$ cat config.mk
export PLATFORM = sky130hd
export DESIGN_NAME = daq_ewd_cmdq
export DESIGN_NICKNAME = d
export VERILOG_FILES = /design/src/design/daq_ewd_pkg.sv /design/src/design/daq_ewd_cmdq.sv
export VERILOG_INCLUDE_DIRS = /design/src /design/src/design
export SDC_FILE = /design/constraint.sdc
export NUM_CORES = 1
export LEC_CHECK = 0
export ABC_AREA = 1
export BUFFER_PORTS_ARGS = -buffer_cell sky130_fd_sc_hd__buf_2
export CORE_MARGIN = 1.5
export CORE_UTILIZATION = 49
export DETAILED_ROUTE_END_ITERATION = 12
export HOLD_SLACK_MARGIN = 0.06
export PLACE_DENSITY = 0.7
export SETUP_SLACK_MARGIN = 0.2
export SLEW_MARGIN = 20
export SYNTH_ARGS = -nofsm -noshare
export SYNTH_HDL_FRONTEND = slang
export SYNTH_SLANG_ARGS = --single-unit
export TNS_END_PERCENT = 20
$ cat constraint.sdc
create_clock -name clk -period 2.13 [get_ports clk]
set_clock_uncertainty 0.05 [all_clocks]
set_input_delay 0.426 -clock clk [delete_from_list [all_inputs] [get_ports clk]]
set_output_delay 0.426 -clock clk [all_outputs]
set_load 0.02 [all_outputs]
$ cat src/design/daq_event_word_decoder_assert.svh
// assertion macros shared by the decoder modules
// each macro expects clk and arst_n in the scope where it is used
`ifndef DAQ_EVENT_WORD_DECODER_ASSERT_SVH
`define DAQ_EVENT_WORD_DECODER_ASSERT_SVH

// antecedent implies consequent in the same cycle
`define DAQ_EWD_ASSERT_IMP(lbl, ante, cons, msg) \
	lbl: assert property (@(posedge clk) disable iff (!arst_n) (ante) |-> (cons)) \
		else $error(msg);

// antecedent implies consequent in the next cycle
`define DAQ_EWD_ASSERT_NXT(lbl, ante, cons, msg) \
	lbl: assert property (@(posedge clk) disable iff (!arst_n) (ante) |=> (cons)) \
		else $error(msg);

// condition must never hold
`define DAQ_EWD_ASSERT_NEVER(lbl, cond, msg) \
	lbl: assert property (@(posedge clk) disable iff (!arst_n) !(cond)) \
		else $error(msg);

`endif

$ cat src/design/daq_ewd_pkg.sv
package daq_ewd_pkg;

	// sizing
	localparam int CHANNELS        = 2048;
	localparam int MAX_EVENT_WORDS = 1000;
	localparam int CH_W            = 11;
	localparam int VAL_W           = 16;
	localparam int TIME_W          = 33;
	localparam int CNT_W           = 48;
	localparam int KIND_DEPTH      = CHANNELS / 2;
	localparam int KIND_AW         = $clog2(KIND_DEPTH);
	localparam int CTR_AW          = $clog2(CHANNELS);
	localparam int WCNT_W          = $clog2(MAX_EVENT_WORDS + 1);

	// queues between the parts
	localparam int CQ_DEPTH = 4;
	localparam int CQ_AW    = $clog2(CQ_DEPTH);
	localparam int CQ_CW    = $clog2(CQ_DEPTH + 1);
	localparam int RQ_DEPTH = 4;
	localparam int RQ_AW    = $clog2(RQ_DEPTH);
	localparam int RQ_CW    = $clog2(RQ_DEPTH + 1);

	// stream marks
	localparam logic [31:0] END_MARK   = 32'hf000_0000;
	localparam logic [31:0] BEGIN_MASK = 32'he000_ffff;
	localparam logic [31:0] BEGIN_MARK = 32'he000_0000;

	// channel kinds held in the kind table
	typedef enum logic [2:0] {
		K_UNUSED = 3'd0,
		K_HIST   = 3'd1,
		K_CNT_LO = 3'd2,
		K_CNT_HI = 3'd3,
		K_TIME1  = 3'd4,
		K_TIME2  = 3'd5,
		K_TIME3  = 3'd6,
		K_TIME4  = 3'd7
	} kind_t;

	// operations passed from front to back
	typedef enum logic [3:0] {
		OP_NONE,
		OP_LOOKUP,
		OP_HIST,
		OP_CLO,
		OP_CHI,
		OP_TM1,
		OP_TM2,
		OP_TM3,
		OP_TM4,
		OP_CLOSE,
		OP_CLOSE_TR
	} op_t;

	// result kinds
	typedef enum logic [2:0] {
		RK_HIST      = 3'd0,
		RK_COUNTER   = 3'd1,
		RK_TIME      = 3'd2,
		RK_DATA_END  = 3'd3,
		RK_TIME_END  = 3'd4
	} res_kind_t;

	typedef struct packed {
		logic              action;
		logic [31:0]       word;
		logic [CH_W-1:0]   load_channel;
		logic [2:0]        load_kind;
	} item_t;

	typedef struct packed {
		logic [2:0]        result_kind;
		logic [CH_W-1:0]   channel;
		logic [31:0]       sample_value;
		logic [CNT_W-1:0]  counter_total;
		logic [TIME_W-1:0] time_seconds;
		logic [TIME_W-1:0] time_microseconds;
		logic [TIME_W-1:0] start_seconds;
		logic [TIME_W-1:0] start_microseconds;
		logic [CNT_W-1:0]  events_seen;
		logic [CNT_W-1:0]  data_events_seen;
		logic              truncated;
	} result_t;

	typedef struct packed {
		op_t              op;
		logic [CH_W-1:0]  addr;
		logic [VAL_W-1:0] val;
	} cmd_t;

	// one counter pair entry
	typedef struct packed {
		logic [CNT_W-1:0] total;
		logic [31:0]      reading;
	} ctr_t;

	// status seen by the front when deciding whether to take an item
	typedef struct packed {
		logic [CQ_CW-1:0] cq_count;
		logic             back_clearing;
	} front_stat_t;

	// saturating add at 2^33-1
	function automatic logic [TIME_W-1:0] sat_add33(input logic [TIME_W-1:0] a,
		input logic [TIME_W-1:0] b);
		logic [TIME_W:0] s;
		s = {1'b0, a} + {1'b0, b};
		return s[TIME_W] ? {TIME_W{1'b1}} : s[TIME_W-1:0];
	endfunction

endpackage

$ cat src/design/daq_ewd_cmdq.sv
`include "daq_event_word_decoder_assert.svh"

module daq_ewd_cmdq import daq_ewd_pkg::*; (
	input  logic             clk,
	input  logic             arst_n,
	input  logic             push,
	input  cmd_t             wdata,
	input  logic             pop,
	output cmd_t             head,
	output logic [CQ_CW-1:0] count
);

	cmd_t             mem_q [CQ_DEPTH];
	logic [CQ_AW-1:0] wr_ptr_q;
	logic [CQ_AW-1:0] rd_ptr_q;
	logic [CQ_CW-1:0] count_q;

	// pointers and fill level
	always_ff @(posedge clk or negedge arst_n) begin
		if (!arst_n) begin
			wr_ptr_q <= '0;
			rd_ptr_q <= '0;
			count_q  <= '0;
		end else begin
			if (push) begin
				wr_ptr_q <= (wr_ptr_q == CQ_AW'(CQ_DEPTH - 1)) ? '0 : wr_ptr_q + CQ_AW'(1);
			end
			if (pop) begin
				rd_ptr_q <= (rd_ptr_q == CQ_AW'(CQ_DEPTH - 1)) ? '0 : rd_ptr_q + CQ_AW'(1);
			end
			if (push && !pop) begin
				count_q <= count_q + CQ_CW'(1);
			end else if (pop && !push) begin
				count_q <= count_q - CQ_CW'(1);
			end
		end
	end

	// storage
	always_ff @(posedge clk) begin
		if (push) begin
			mem_q[wr_ptr_q] <= wdata;
		end
	end

	assign head  = mem_q[rd_ptr_q];
	assign count = count_q;

	`DAQ_EWD_ASSERT_NEVER(a_cq_overflow, push && !pop && (count_q == CQ_CW'(CQ_DEPTH)), "command queue overflow")
	`DAQ_EWD_ASSERT_NEVER(a_cq_underflow, pop && (count_q == '0), "command queue underflow")

endmodule

Yosys cells after proc, flatten, opt, wreduce, memory -nomap -nowiden
Memories as Yosys holds them, arrays and structs flattened.
Index checks and enable logic that the tools add are counted.
{"block": "word_totals", "ff_bits": 7, "ram_bits": 124, "out_inout_bits": 34, "elab_cells": 21, "mem_count": 1}
{"name": "mem_q", "words": 4, "word_bits": 31, "rd": 1, "rd_clocked_by_memory_dff": 0, "wr": 1, "line": "daq_ewd_cmdq.sv:13", "text": "cmd_t mem_q [CQ_DEPTH];"}
{"block": "op_classes", "add_sub_neg": 4, "eq_ne": 2, "n_mux": 6, "n_reduce_logical": 5}
{"operator": "$mux 3", "n": 2}
{"operator": "$add 2x1->2 const B", "n": 2}
{"operator": "$eq 2x2->1 const B", "n": 2}
{"operator": "$mux 2", "n": 2}
{"operator": "$add 3x1->3 const B", "n": 1}
{"operator": "$sub 3x1->3 const B", "n": 1}
{"operator": "$logic_and 1x1->1", "n": 2}
{"operator": "$logic_not 1->1", "n": 2}
{"operator": "$mux 1", "n": 2}
{"operator": "$reduce_bool 2->1", "n": 1}

Depth between registers and ports, before layout
{"block": "logic_depth", "ltp_word": 4, "ltp_mapped": 9}

Worst setup path before layout
OpenSTA, ideal clock, no wires.
{"block": "synth_timing", "path_type": "register to register", "from": "register wr_ptr_q[0]", "to": "memory mem_q[2][0] in the netlist's numbering (enable)", "arrival_time_ps": 1280, "t_required_ps": 1694, "slack_ps": 414, "stages_incl_launch_ff": 5, "path_buffers": 0, "period_less_slack_ps": 1716, "cell_sequence": "dfrtp_1 inv_1 ha_1 nand2_1 inv_1"}
{"item": "from (decl)", "line": "daq_ewd_cmdq.sv:14", "text": "logic [CQ_AW-1:0] wr_ptr_q;"}
{"item": "from (signal assigned)", "line": "daq_ewd_cmdq.sv:26", "text": "wr_ptr_q <= (wr_ptr_q == CQ_AW'(CQ_DEPTH - 1)) ? '0 : wr_ptr_q + CQ_AW'(1);"}
{"item": "to (decl)", "line": "daq_ewd_cmdq.sv:13"}
No word-level cell before the write port.

==> impl_metrics.json <==
{
  "crit_path_start_kind": "register",
  "run_status": "finished, violations left",
  "io_pins": 69,
  "ir_drop_mv": 0.800,
  "postSynthCellCount": 411,
  "slowest_stage": "dfrtp_2",
  "die_area_um2": 11900,
  "yosysTopAreaCell": "edfxtp_1",
  "ys_seq_area_share_pct": 71.0,
  "drc": 0,
  "core_um2": 10900,
  "relSlewSlack_pct": 74.8,
  "ys_top_cells_by_area": "edfxtp_1 68%, o211ai_2 7.5%, nand2_1 7.4%",
  "htreeDepth": 4,
  "ys_warn_count": 0,
  "areaGrowthSynthToFinish_pct": 29.4,
  "first_pass_iters": 4,
  "clock_sinks": 131,
  "setup_viol": 11,
  "wl_um": 10500,
  "place.gp.congestion": 0.750,
  "crit_type": "register to output pin",
  "antenna_found_initial": 1,
  "finalNonFillerCells": 678,
  "dp.cells": 615,
  "crit_chain": "inv_8 > buf_6 > buf_6 > nand2_2 > o211ai_1 > nand2_1 > buf_6",
  "numCtsBuffers": 17,
  "p_total_mw": 10.0,
  "final_core_utilization_pct": 65.3,
  "worstMarginPinSlew_ns": 0.378,
  "cts_root_buffer": "clkbuf_8",
  "cts_tree": "done",
  "drtIter0Drc": 200,
  "violations": "negative setup slack",
  "start_util_pct": 50.4,
  "end_kind": "output pin",
  "grt_use_total_pct": 19.0,
  "crit_arrival_ns": 1.72,
  "finalMaxSlewViolations": 0,
  "p_leak_nw": 3.01,
  "ant_nets": 0,
  "final_nets": 568,
  "fin_crit_sh_pct": 103,
  "fin_crit_ns": 2.20,
  "grt_pass1_wl_um": 16400,
  "hp-class": "input port to register",
  "cp_data_required_time_ns": 1.65,
  "finalWorstSetupSlack_ns": -0.0662,
  "power.density_nw_per_um2": 1410,
  "worstPathMaxFanout": 8,
  "finalSetupTns_ns": -0.221,
  "grt_pass1_vias": 3407,
  "clk_latency_ns": 0.51,
  "vias": 3387,
  "cp_common_cell": "buf_6",
  "placementRows": 38,
  "syn_area_per_cell_um2": 13.4,
  "synth.net_count": 453,
  "die_x_um": 109,
  "max-clock-path-buffers": 2,
  "die_y_um": 109,
  "finalHoldViolCount": 0,
  "place.port_buffers": 68,
  "max_stage_delay_ns": 0.44,
  "max_cap_viol_count": 0,
  "grt_overflow": 0,
  "fmax_ghz": 0.455,
  "rsz0062_at_grt": "true",
  "n_antenna_cell": 0,
  "grt_max_degree": 32,
  "ys_ff_latch": 131,
  "post_drt_wl_per_cell_um": 15.5,
  "hpwlAfterDp_um": 6110,
  "clkTransAtPathRegs_ns": 0.06,
  "syn_area_um2": 5490,
  "layout-drive-gt1-share_pct": 32.2,
  "ys_types": 16,
  "vias_per_cell": 5.00,
  "yosysTopAreaCellShare_pct": 67.8
}
==> synthesized netlist by cell type <==
master / number
buf_6: 6
inv_2: 11
nor2_1: 2
dfrtp_1: 7
o211ai_1: 29
fa_1: 1
nand3_1: 1
edfxtp_1: 124
o21ai_1: 4
ha_1: 6
nand4_1: 1
inv_1: 64
o211ai_2: 33
xnor2_1: 1
buf_2: 13
nand2_1: 108
==> repair_timing <==
action	CTS	global route
gates cloned	2	3
pin swaps	8	7
endpoints found under the setup margin	31	31
endpoints found under the hold margin	75	0
hold buffers	20	0
buffers inserted	6	1
gates resized for setup	28	13
==> cell type report <==
class                   instances  area [um2]
clock buffers                  20         425
clock inverters                11         138
fillers                       804        3780
inverters                      75         289
multi-input cells             186        1190
flip-flops and latches        131        3900
well taps                     140         175
repair buffers                114         977
repair inverters                1        11.3
==> through the flow <==
step / area, um2 / worst slack [ns] / hold WS [ns]
6_report: 7110 / -0.0662 / 0.0827
5_1_grt: 7110 / -0.154 / 0.0692
4_1_cts: 7000 / -0.0639 / 0.0619
3_5_place_dp: 6070 / 0.336 / 0.229
3_3_place_gp: 6070 / 0.375 / 0.223
2_1_floorplan: 5490 / 0.414 / 0.0804
==> path summary, 6_finish.rpt <==
check | start | to | slack, ns | cells after the start
setup / recovery | rd_ptr_q[0]$_DFFE_PN0P_ | head[17] | -0.07 | 7
hold / removal | wdata[21] | mem_q[3][21]$_DFFE_PP_ | 0.08 | 1
setup reg to reg | wr_ptr_q[0]$_DFFE_PN0P_ | mem_q[2][26]$_DFFE_PP_ | 0.59 | 5
hold reg to reg | count[2]$_DFFE_PN0P_ | count[2]$_DFFE_PN0P_ | 0.48 | 2
max in group asynchronous | arst_n | rd_ptr_q[1]$_DFFE_PN0P_ | 1.61 | 2
min in group asynchronous | arst_n | count[2]$_DFFE_PN0P_ | 0.24 | 2
==> placed cells by master, fill, tap and decap left out, types with 5 or more instances in the layout <==
master         count
ha_1               6
o211ai_1          29
inv_2             10
nand2_2            5
o211ai_2          33
dfrtp_1            5
inv_1             64
edfxtp_1         124
clkbuf_16         18
dlygate4sd3_1     20
buf_2             54
buf_6             15
nand2_1          103
buf_12             6
buf_4             15
==> flip-flops by register name, summed over array words and instances (netlist names) <==
signal	cells
mem_q	124
wr_ptr_q	2
count	3
rd_ptr_q	2
==> power by group <==
part | switching, mW | internal [mW]
Clock | 0.982 | 1.76
Sequential | 0.171 | 3.32
Combinational | 2.26 | 1.55
==> routing by layer <==
| layer | vias to the layer above | wire, um | GRT usage (%) |
|---|---|---|---|
| li1 | 1648 | - | - |
| met4 | 2 | 121 | 7.24 |
| met5 | - | 12 | 0 |
| met2 | 101 | 5300 | 31.4 |
| met3 | 12 | 613 | 5.44 |
| met1 | 1624 | 4470 | 23.8 |
==> cell families after synthesis <==
kind of cell	Yosys count	synth area share, %
xor gates and xnor gates	1	0.160
DFF	131	71.0
AOI/OAI and AO/OA	66	11.8
and+or+nand+nor	112	7.72
buffers and inverters	94	7.54
adders and majority gates	7	1.73
==> worst max-delay path, delay by kind of cell (launching register included) <==
kind	cells	cell delay [ns]
AND/OR/NAND/NOR	2	0.16
buffers and inverters	4	0.49
AO/OA/AOI/OAI	1	0.11
flip-flops	1	0.44
Note: power is estimated with default switching activity, not from simulation.
